## src/rtl/bdht_pkg.sv

```systemverilog
// Package for the bus device health table: item types, entry record and code constants.
package bdht_pkg;

    // Operation codes carried in the mode field
    typedef logic [2:0] t_mode;
    localparam t_mode MODE_SUCCESS  = 3'd0;
    localparam t_mode MODE_FAILURE  = 3'd1;
    localparam t_mode MODE_REGISTER = 3'd2;
    localparam t_mode MODE_BUS      = 3'd3;
    localparam t_mode MODE_READ     = 3'd4;
    localparam t_mode MODE_FORCE    = 3'd5;

    // Result status codes
    typedef logic [1:0] t_status;
    localparam t_status ST_OK        = 2'd0;
    localparam t_status ST_NOT_FOUND = 2'd1;
    localparam t_status ST_BAD_ADDR  = 2'd2;
    localparam t_status ST_FULL      = 2'd3;

    // Bus health codes
    typedef logic [1:0] t_health;
    localparam t_health HEALTH_OK    = 2'd0;
    localparam t_health HEALTH_WARN  = 2'd1;
    localparam t_health HEALTH_ERROR = 2'd2;

    // Configuration register indexes
    typedef logic t_cfg_idx;
    localparam t_cfg_idx CFG_FAIL_LIMIT    = 1'b0;
    localparam t_cfg_idx CFG_RECOVER_LIMIT = 1'b1;

    localparam int unsigned CFG_W = 8;

    // Input item
    typedef struct packed {
        t_mode      mode;
        logic [6:0] address;
        logic       port;
        logic       force_offline;
    } t_in_item;

    // Result item
    typedef struct packed {
        t_status     status;
        logic        went_offline;
        logic        came_online;
        logic        online;
        logic        known;
        logic [31:0] success_total;
        logic [31:0] failure_total;
        logic [7:0]  failure_run;
        logic [7:0]  success_run;
        t_health     bus_health;
        logic [3:0]  bus_devices;
        logic [3:0]  bus_online;
    } t_out_item;

    // One table entry as held in the RAM
    typedef struct packed {
        logic [6:0]  address;
        logic        port;
        logic        online;
        logic [31:0] transactions;
        logic [31:0] failures;
        logic [7:0]  fail_run;
        logic [7:0]  success_run;
    } t_entry;

    // Event flags raised by a record update
    typedef struct packed {
        logic went_offline;
        logic came_online;
    } t_events;

    // Result with nothing reported: status ok, online set, all else clear
    function automatic t_out_item default_result();
        t_out_item r;
        r        = '0;
        r.status = ST_OK;
        r.online = 1'b1;
        return r;
    endfunction

endpackage

```

## src/rtl/bus_device_health_table_unit.sv

```systemverilog
// Top level of the bus device health table: sequencer, table RAM and result register.
//
// Input items arrive on i_in_valid / o_in_stall with payload i_in_item; results
// leave on o_out_valid / i_out_stall with payload o_out_item, one result per item.
// The user writes limits on i_cfg_we/i_cfg_idx/i_cfg_data only when idle; unenforced.
//
// The entries live in one RAM with a registered read. An item is
// handled one at a time: the sequencer walks the used entries one per cycle
// (address lookup or per-port sums), then reads-modifies-writes the hit entry.
// A full walk ends in the done state, from which the result is loaded into
// the output register as the next item becomes acceptable; a lookup stops at
// its hit, and register with address zero or an unused mode goes straight
// from acceptance to the done state. How long an item takes is set mainly by
// the one-entry-per-cycle walk through the RAM read port.
//
// Reset empties the table (the fill count clears, no pass over the RAM) and
// sets both limits to 3. The result register lets the next item be accepted
// while a result waits; if the receiver stalls, the following result is held
// in the sequencer and no further item is accepted until it can be loaded.
module bus_device_health_table_unit #(
    parameter int unsigned TABLE_DEPTH = 8
) (
    input  logic                  i_clk,
    input  logic                  i_rst_n,
    input  logic                  i_in_valid,
    output logic                  o_in_stall,
    input  bdht_pkg::t_in_item    i_in_item,
    output logic                  o_out_valid,
    input  logic                  i_out_stall,
    output bdht_pkg::t_out_item   o_out_item,
    input  logic                  i_cfg_we,
    input  bdht_pkg::t_cfg_idx    i_cfg_idx,
    input  logic [bdht_pkg::CFG_W-1:0] i_cfg_data
);

    localparam int unsigned IDX_W = (TABLE_DEPTH > 1) ? $clog2(TABLE_DEPTH) : 1;
    localparam int unsigned CNT_W = $clog2(TABLE_DEPTH + 1);
    localparam int unsigned REC_W = $bits(bdht_pkg::t_entry);

    typedef enum logic [3:0] {
        S_IDLE = 4'b0001,
        S_SCAN = 4'b0010,
        S_MOD  = 4'b0100,
        S_DONE = 4'b1000
    } t_state;

    function automatic logic [31:0] sat_add32(input logic [31:0] a, input logic [31:0] b);
        logic [32:0] s;
        s = {1'b0, a} + {1'b0, b};
        return s[32] ? 32'hFFFF_FFFF : s[31:0];
    endfunction

    t_state                r_state;
    bdht_pkg::t_in_item    r_in;
    logic [CNT_W-1:0]      r_used;
    logic [CNT_W-1:0]      r_ptr;
    logic                  r_dv;
    logic [IDX_W-1:0]      r_didx;
    logic [IDX_W-1:0]      r_hit;
    bdht_pkg::t_entry      r_rec;
    logic [7:0]            r_fail_limit;
    logic [7:0]            r_recover_limit;
    logic [31:0]           r_succ_sum;
    logic [31:0]           r_fail_sum;
    logic [CNT_W-1:0]      r_devs;
    logic [CNT_W-1:0]      r_onl;
    bdht_pkg::t_health     r_health;
    bdht_pkg::t_out_item   r_pend;
    bdht_pkg::t_out_item   r_out;
    logic                  r_out_vld;

    logic                  w_in_acc;
    logic                  w_can_load;
    logic                  w_full;
    logic                  w_hit;
    logic                  w_scan_done;
    logic                  w_mod_write;
    logic                  w_ram_we;
    logic [IDX_W-1:0]      w_waddr;
    bdht_pkg::t_entry      w_wdata;
    logic [REC_W-1:0]      w_rdata;
    bdht_pkg::t_entry      w_rec;
    bdht_pkg::t_entry      w_new_rec;
    bdht_pkg::t_entry      w_upd_rec;
    bdht_pkg::t_events     w_events;
    bdht_pkg::t_out_item   w_pend_init;

    assign w_in_acc   = i_in_valid && (r_state == S_IDLE);
    assign o_in_stall = (r_state != S_IDLE);
    assign w_can_load = !r_out_vld || !i_out_stall;
    assign w_full     = (r_used == CNT_W'(TABLE_DEPTH));
    assign w_rec      = bdht_pkg::t_entry'(w_rdata);

    // Entry under examination matches the looked-up address
    assign w_hit       = (r_state == S_SCAN) && r_dv && (r_in.mode != bdht_pkg::MODE_BUS)
                         && (w_rec.address == r_in.address);
    assign w_scan_done = (r_state == S_SCAN) && !r_dv && (r_ptr == r_used);
    assign w_mod_write = (r_in.mode == bdht_pkg::MODE_SUCCESS)
                         || (r_in.mode == bdht_pkg::MODE_FAILURE)
                         || (r_in.mode == bdht_pkg::MODE_FORCE);

    // Preset result for the item being accepted
    always_comb begin
        w_pend_init = bdht_pkg::default_result();
        if ((i_in_item.mode == bdht_pkg::MODE_REGISTER) && (i_in_item.address == 7'd0)) begin
            w_pend_init.status = bdht_pkg::ST_BAD_ADDR;
        end
    end

    // Fresh record for a new registration
    always_comb begin
        w_new_rec         = '0;
        w_new_rec.address = r_in.address;
        w_new_rec.port    = r_in.port;
        w_new_rec.online  = 1'b1;
    end

    // RAM write: new entry at the fill count, or write-back of the hit entry
    always_comb begin
        w_ram_we = 1'b0;
        w_waddr  = r_used[IDX_W-1:0];
        w_wdata  = w_new_rec;
        if (r_state == S_MOD) begin
            w_ram_we = w_mod_write;
            w_waddr  = r_hit;
            w_wdata  = w_upd_rec;
        end else if (w_scan_done && (r_in.mode == bdht_pkg::MODE_REGISTER) && !w_full) begin
            w_ram_we = 1'b1;
        end
    end

    bdht_ram #(
        .WIDTH (REC_W),
        .DEPTH (TABLE_DEPTH)
    ) u_ram (
        .i_clk   (i_clk),
        .i_we    (w_ram_we),
        .i_waddr (w_waddr),
        .i_wdata (REC_W'(w_wdata)),
        .i_raddr (r_ptr[IDX_W-1:0]),
        .o_rdata (w_rdata)
    );

    bdht_update u_update (
        .i_mode          (r_in.mode),
        .i_force_offline (r_in.force_offline),
        .i_rec           (r_rec),
        .i_fail_limit    (r_fail_limit),
        .i_recover_limit (r_recover_limit),
        .o_rec           (w_upd_rec),
        .o_events        (w_events)
    );

    // Limit registers
    always_ff @(posedge i_clk) begin
        if (!i_rst_n) begin
            r_fail_limit    <= 8'd3;
            r_recover_limit <= 8'd3;
        end else if (i_cfg_we) begin
            unique case (i_cfg_idx)
                bdht_pkg::CFG_FAIL_LIMIT:    r_fail_limit    <= i_cfg_data;
                bdht_pkg::CFG_RECOVER_LIMIT: r_recover_limit <= i_cfg_data;
                default:                     r_fail_limit    <= r_fail_limit;
            endcase
        end
    end

    // Sequencer: accept, walk the table, modify, hand over the result
    always_ff @(posedge i_clk) begin
        if (!i_rst_n) begin
            r_state <= S_IDLE;
            r_used  <= '0;
            r_ptr   <= '0;
            r_dv    <= 1'b0;
        end else begin
            unique case (r_state)
                S_IDLE: begin
                    if (w_in_acc) begin
                        r_in       <= i_in_item;
                        r_ptr      <= '0;
                        r_dv       <= 1'b0;
                        r_succ_sum <= '0;
                        r_fail_sum <= '0;
                        r_devs     <= '0;
                        r_onl      <= '0;
                        r_health   <= bdht_pkg::HEALTH_OK;
                        r_pend     <= w_pend_init;
                        if ((i_in_item.mode == bdht_pkg::MODE_REGISTER)
                            && (i_in_item.address == 7'd0)) begin
                            r_state <= S_DONE;
                        end else if (i_in_item.mode > bdht_pkg::MODE_FORCE) begin
                            r_state <= S_DONE;
                        end else begin
                            r_state <= S_SCAN;
                        end
                    end
                end
                S_SCAN: begin
                    // one read issued per cycle, previous read examined
                    if (!w_hit && (r_ptr != r_used)) begin
                        r_ptr  <= r_ptr + CNT_W'(1);
                        r_didx <= r_ptr[IDX_W-1:0];
                        r_dv   <= 1'b1;
                    end else begin
                        r_dv <= 1'b0;
                    end
                    // per-port sums for the bus query
                    if (r_dv && (r_in.mode == bdht_pkg::MODE_BUS) && (w_rec.port == r_in.port)) begin
                        r_succ_sum <= sat_add32(r_succ_sum, w_rec.transactions);
                        r_fail_sum <= sat_add32(r_fail_sum, w_rec.failures);
                        r_devs     <= r_devs + CNT_W'(1);
                        if (w_rec.online) begin
                            r_onl <= r_onl + CNT_W'(1);
                            if ((w_rec.failures != '0) && (r_health == bdht_pkg::HEALTH_OK)) begin
                                r_health <= bdht_pkg::HEALTH_WARN;
                            end
                        end else begin
                            r_health <= bdht_pkg::HEALTH_ERROR;
                        end
                    end
                    if (w_hit) begin
                        r_rec   <= w_rec;
                        r_hit   <= r_didx;
                        r_state <= S_MOD;
                    end else if (w_scan_done) begin
                        r_state <= S_DONE;
                        case (r_in.mode)
                            bdht_pkg::MODE_BUS: begin
                                r_pend.success_total <= r_succ_sum;
                                r_pend.failure_total <= r_fail_sum;
                                r_pend.bus_health    <= r_health;
                                r_pend.bus_devices   <= 4'(r_devs);
                                r_pend.bus_online    <= 4'(r_onl);
                            end
                            bdht_pkg::MODE_REGISTER: begin
                                if (w_full) begin
                                    r_pend.status <= bdht_pkg::ST_FULL;
                                end else begin
                                    r_used <= r_used + CNT_W'(1);
                                end
                            end
                            default: begin
                                r_pend.status <= bdht_pkg::ST_NOT_FOUND;
                            end
                        endcase
                    end
                end
                S_MOD: begin
                    // success, failure and force write back this cycle; report the updated record
                    r_pend.known         <= 1'b1;
                    r_pend.online        <= w_upd_rec.online;
                    r_pend.success_total <= w_upd_rec.transactions;
                    r_pend.failure_total <= w_upd_rec.failures;
                    r_pend.failure_run   <= w_upd_rec.fail_run;
                    r_pend.success_run   <= w_upd_rec.success_run;
                    r_pend.went_offline  <= w_events.went_offline;
                    r_pend.came_online   <= w_events.came_online;
                    r_state              <= S_DONE;
                end
                S_DONE: begin
                    if (w_can_load) begin
                        r_state <= S_IDLE;
                    end
                end
                default: begin
                    r_state <= S_IDLE;
                end
            endcase
        end
    end

    // Output register
    always_ff @(posedge i_clk) begin
        if (!i_rst_n) begin
            r_out_vld <= 1'b0;
        end else if ((r_state == S_DONE) && w_can_load) begin
            r_out_vld <= 1'b1;
        end else if (!i_out_stall) begin
            r_out_vld <= 1'b0;
        end
    end

    always_ff @(posedge i_clk) begin
        if ((r_state == S_DONE) && w_can_load) begin
            r_out <= r_pend;
        end
    end

    assign o_out_valid = r_out_vld;
    assign o_out_item  = r_out;

    // Checks
    a_used_bound: assert property (@(posedge i_clk) disable iff (!i_rst_n)
        r_used <= CNT_W'(TABLE_DEPTH))
        else $error("fill count beyond table depth");

    a_dv_in_scan: assert property (@(posedge i_clk) disable iff (!i_rst_n)
        r_dv |-> (r_state == S_SCAN))
        else $error("read data flagged valid outside the table walk");

    a_reg_grows: assert property (@(posedge i_clk) disable iff (!i_rst_n)
        (w_ram_we && (r_state == S_SCAN)) |=> (r_used == $past(r_used) + CNT_W'(1)))
        else $error("new entry written without fill count advancing");

    a_we_states: assert property (@(posedge i_clk) disable iff (!i_rst_n)
        w_ram_we |-> ((r_state == S_SCAN) || (r_state == S_MOD)))
        else $error("table write outside walk or modify");

    a_no_overwrite: assert property (@(posedge i_clk) disable iff (!i_rst_n)
        ((r_state == S_DONE) && r_out_vld && i_out_stall) |=> (r_state == S_DONE))
        else $error("pending result left while output register occupied");

endmodule

```

## src/rtl/bdht_ram.sv

```systemverilog
// Generic single-port-write, single-port-read RAM with registered read data.
module bdht_ram #(
    parameter int unsigned WIDTH = 8,
    parameter int unsigned DEPTH = 8
) (
    input  logic                                   i_clk,
    input  logic                                   i_we,
    input  logic [(DEPTH > 1 ? $clog2(DEPTH) : 1)-1:0] i_waddr,
    input  logic [WIDTH-1:0]                       i_wdata,
    input  logic [(DEPTH > 1 ? $clog2(DEPTH) : 1)-1:0] i_raddr,
    output logic [WIDTH-1:0]                       o_rdata
);

    logic [WIDTH-1:0] r_mem [DEPTH];
    logic [WIDTH-1:0] r_rdata;

    // Write port and registered read port
    always_ff @(posedge i_clk) begin
        if (i_we) begin
            r_mem[i_waddr] <= i_wdata;
        end
        r_rdata <= r_mem[i_raddr];
    end

    assign o_rdata = r_rdata;

endmodule

```

## src/rtl/bdht_update.sv

```systemverilog
// Record update for success, failure and forced state, with online hysteresis.
module bdht_update (
    input  bdht_pkg::t_mode  i_mode,
    input  logic             i_force_offline,
    input  bdht_pkg::t_entry i_rec,
    input  logic [7:0]       i_fail_limit,
    input  logic [7:0]       i_recover_limit,
    output bdht_pkg::t_entry o_rec,
    output bdht_pkg::t_events o_events
);

    always_comb begin
        bdht_pkg::t_entry  rec;
        bdht_pkg::t_events ev;
        rec = i_rec;
        ev  = '0;
        case (i_mode)
            bdht_pkg::MODE_SUCCESS: begin
                // count saturates, failure run clears, success run saturates
                if (rec.transactions != '1) begin
                    rec.transactions = rec.transactions + 32'd1;
                end
                rec.fail_run = '0;
                if (rec.success_run != '1) begin
                    rec.success_run = rec.success_run + 8'd1;
                end
                if (!rec.online && (rec.success_run >= i_recover_limit)) begin
                    rec.online     = 1'b1;
                    ev.came_online = 1'b1;
                end
            end
            bdht_pkg::MODE_FAILURE: begin
                if (rec.failures != '1) begin
                    rec.failures = rec.failures + 32'd1;
                end
                if (rec.fail_run != '1) begin
                    rec.fail_run = rec.fail_run + 8'd1;
                end
                rec.success_run = '0;
                if (rec.online && (rec.fail_run >= i_fail_limit)) begin
                    rec.online      = 1'b0;
                    ev.went_offline = 1'b1;
                end
            end
            bdht_pkg::MODE_FORCE: begin
                rec.online = ~i_force_offline;
            end
            default: begin
                // read and register report the record unchanged
                rec = i_rec;
            end
        endcase
        o_rec    = rec;
        o_events = ev;
    end

endmodule

```

## config.mk

```make
export PLATFORM = sky130hd
export DESIGN_NAME = bus_device_health_table_unit
export DESIGN_NICKNAME = d
export VERILOG_FILES = /design/src/rtl/bdht_pkg.sv /design/src/rtl/bus_device_health_table_unit.sv /design/src/rtl/bdht_ram.sv /design/src/rtl/bdht_update.sv
export SDC_FILE = /design/constraint.sdc
export NUM_CORES = 1
export LEC_CHECK = 0
export BUFFER_PORTS_ARGS = -buffer_cell sky130_fd_sc_hd__buf_4
export CAP_MARGIN = 40
export CORE_ASPECT_RATIO = 1.25
export CORE_MARGIN = 2
export CORE_UTILIZATION = 30
export CTS_BUF_LIST = sky130_fd_sc_hd__clkbuf_4
export DETAILED_ROUTE_END_ITERATION = 7
export PLACE_DENSITY_LB_ADDON = 0.08
export SLEW_MARGIN = 30
export SYNTH_ARGS = -nofsm -noshare
export SYNTH_HDL_FRONTEND = slang
export SYNTH_SLANG_ARGS = --single-unit
```

## constraint.sdc

```tcl
create_clock -name i_clk -period 17.7 [get_ports i_clk]
set_input_delay 3.54 -clock i_clk [delete_from_list [all_inputs] [get_ports i_clk]]
set_output_delay 3.54 -clock i_clk [all_outputs]
set_load 0.02 [all_outputs]
```

==> flow_metrics.env <==
export IMPL_status="finished, final reports clean"
export IMPL_syn_to_final_growth_pct=17.1
export IMPL_cp_startpoint="r_state[3]"
export IMPL_r2r_start="r_state[2]"
export IMPL_io_buffers=123
export IMPL_drc=0
export IMPL_fin_setup_tns_ps=0
export IMPL_min_period_ps=5980
export IMPL_ios=124
export IMPL_finClkSkew_ps=105
export IMPL_path_class="reg -> out"
export IMPL_yosysMostFrequentCell="edfxtp_1"
export IMPL_grt_overflow=0
export IMPL_row_count=165
export IMPL_final_cells=5720
export IMPL_required_ps=14160
export IMPL_cts_max_level=5
export IMPL_die_area_um2=165000
export IMPL_vias_per_cell=4.78
export IMPL_p_per_area_nw_per_um2=100
export IMPL_vdd_ir_drop_worst_uv=77.7
export IMPL_finalNetCount=3413
export IMPL_clk_pin_slew_worst_paths_ps=70
export IMPL_synthTopCellsByArea="edfxtp_1 (67%), mux4_2 (8.2%), dfxtp_1 (4.9%)"
export IMPL_tightest_slew_ps=876
export IMPL_cts_hold_buf=0
export IMPL_grt_pass1_vias=30100
export IMPL_synth_commonest_cells="edfxtp_1 (1085), mux4_2 (178), nor2_1 (167)"
export IMPL_chipHeight_um=454
export IMPL_postCtsSetupBuffers=0
export IMPL_finalPower_mw=5.73
export IMPL_die_w_um=364
export IMPL_hold_viol=0
export IMPL_worstHoldStart="u_ram.o_rdata[14]"
export IMPL_async_reset_ff_frac=0
export IMPL_worstPathMaxFanout=4
export IMPL_first_iter_violations=1690
export IMPL_hp_class="reg -> reg"
export IMPL_crit_arrival_ps=2440
export IMPL_drv_slew=0
export IMPL_cts_path_max_buffers=4
export IMPL_synth_cell_types=84
export IMPL_drive_gt1_frac=0.291
export IMPL_grt_pass1_wl_um=193000
export IMPL_antenna_left=0
export IMPL_grt_max_degree=65
export IMPL_clkSinkCount=1204
export IMPL_p_leak_nw=20.0
export IMPL_syn_avg_cell_area_um2=16.9
export IMPL_ys_flop_type="edfxtp_1"
export IMPL_max_stage_delay_ps=430
export IMPL_syn_area_um2=48700
export IMPL_postCtsResizedCells=0
export IMPL_dr_total_vias=27300
export IMPL_place_congestion=0.808
export IMPL_fmax_ghz=0.167
export IMPL_cts_made_buffers=335
export IMPL_max_cap_viol_count=0
export IMPL_synth_fp_nets=2992
export IMPL_synth_seq_cells=1204
export IMPL_maxSlewHeadroom=0.416
export IMPL_wl_um=131000
export IMPL_yosysTopAreaCellShare=0.669
export IMPL_fp_coreArea_um2=161000
export IMPL_holdWs_ps=367
export IMPL_crit_family="simple AND/OR/NAND/NOR gates"
export IMPL_synth_largest_area_cell="edfxtp_1"
export IMPL_hpwlAfterDp_um=80900
export IMPL_post_place_cells=5122
export IMPL_grt_usage=0.159
export IMPL_cts_tree="built"
export IMPL_root_buffer="clkbuf_4"
export IMPL_initial_utilization=0.301
export IMPL_crit_path_start_kind="flip-flop"
export IMPL_drt_pass1_iterations=5
export IMPL_wl_per_cell_um=22.9
export IMPL_antenna_found_initial=10
export IMPL_clock_latency_ps=1330
export IMPL_slowest_stage="nor4b_1"
export IMPL_setup_viol=0
export IMPL_netlist_instances=2875
export IMPL_ys_seq_area_frac=0.718
export IMPL_finalCritPeriodShare=0.338
export IMPL_crit_buf_inv=2
export IMPL_rsz0062_at_grt="no"
export IMPL_end_kind="primary output"
export IMPL_synth_edf_count=1085
export IMPL_crit_chain="nor4b_1, inv_1, buf_4"
export IMPL_ys_warn_count=0
==> where the power goes <==
| part | internal, mW | switching (mW) | total (mW) |
|---|---|---|---|
| Sequential | 3.10 | 0.0231 | 3.13 |
| Combinational | 0.0403 | 0.0812 | 0.122 |
| Clock | 1.31 | 1.17 | 2.48 |
| Total | 4.45 | 1.27 | 5.73 |
==> through the flow <==
stage                     worst slack (ps)  area [um2]  utilization
final                                11720       57000        0.353
after global routing                 11540       57000        0.353
after CTS                            11070       56900        0.352
after detailed placement             11930       52800        0.327
after global placement               11550       52300        0.324
after floorplan                       8920       48700            -
==> cell type report <==
type	count	area, um2
diodes	9	22.5
flip-flops and latches	1204	35000
inverters	55	209
fillers	15600	104000
multi-input cells	1509	13100
well taps	2171	2720
clock buffers	505	3790
repair buffers	191	1820
clock inverters	76	322
==> sequential cells by signal (all words and copies together) (netlist names), 12 cells and up <==
name	flops
o_out_item	96
r_fail_sum	32
r_in	12
r_pend	96
r_rec	89
r_succ_sum	32
u_ram.o_rdata	89
u_ram.r_mem	712
==> worst paths after layout <==
kind                         to  slack [ps]  cells past startpoint
max                  o_in_stall       11720                      3
min                   r_rec[14]         370                      0
min reg2reg           r_rec[14]         370                      0
max reg2reg  u_ram.r_mem[1][57]       12790                     11
==> metal layers <==
layer	global-route usage	wire [um]	up-vias
li1	-	-	12400
met1	0.187	53500	13900
met2	0.279	67300	778
met3	0.0373	6230	256
met4	0.0631	3780	2
met5	0	20	-
==> kinds of logic (layout without fill, tap and decap cells) <==
kind of cell	count (synthesis)	after routing	share of synthesized area
DFF	1204	1204	0.718
and+or+nand+nor	586	586	0.0606
AOI/OAI and AO/OA	431	431	0.0564
muxes	278	278	0.105
buffers and inverters	162	827	0.0134
xor gates and xnor gates	123	123	0.0221
adders and majority gates	91	91	0.0237
other	0	9	0
==> cell usage in the layout, fill, tap and decap left out, types with 70 or more instances in the layout <==
| master | netlist | layout |
|---|---|---|
| mux4_2 | 178 | 178 |
| nand2_1 | 147 | 147 |
| mux2_2 | 91 | 91 |
| nor2_1 | 167 | 158 |
| clkbuf_4 | 0 | 508 |
| a21oi_1 | 162 | 161 |
| edfxtp_1 | 1085 | 1085 |
| ha_1 | 89 | 89 |
| buf_4 | 1 | 163 |
| xnor2_1 | 70 | 70 |
| dfxtp_1 | 119 | 116 |
| a21o_1 | 75 | 75 |
(Power assumes the default switching activity.)
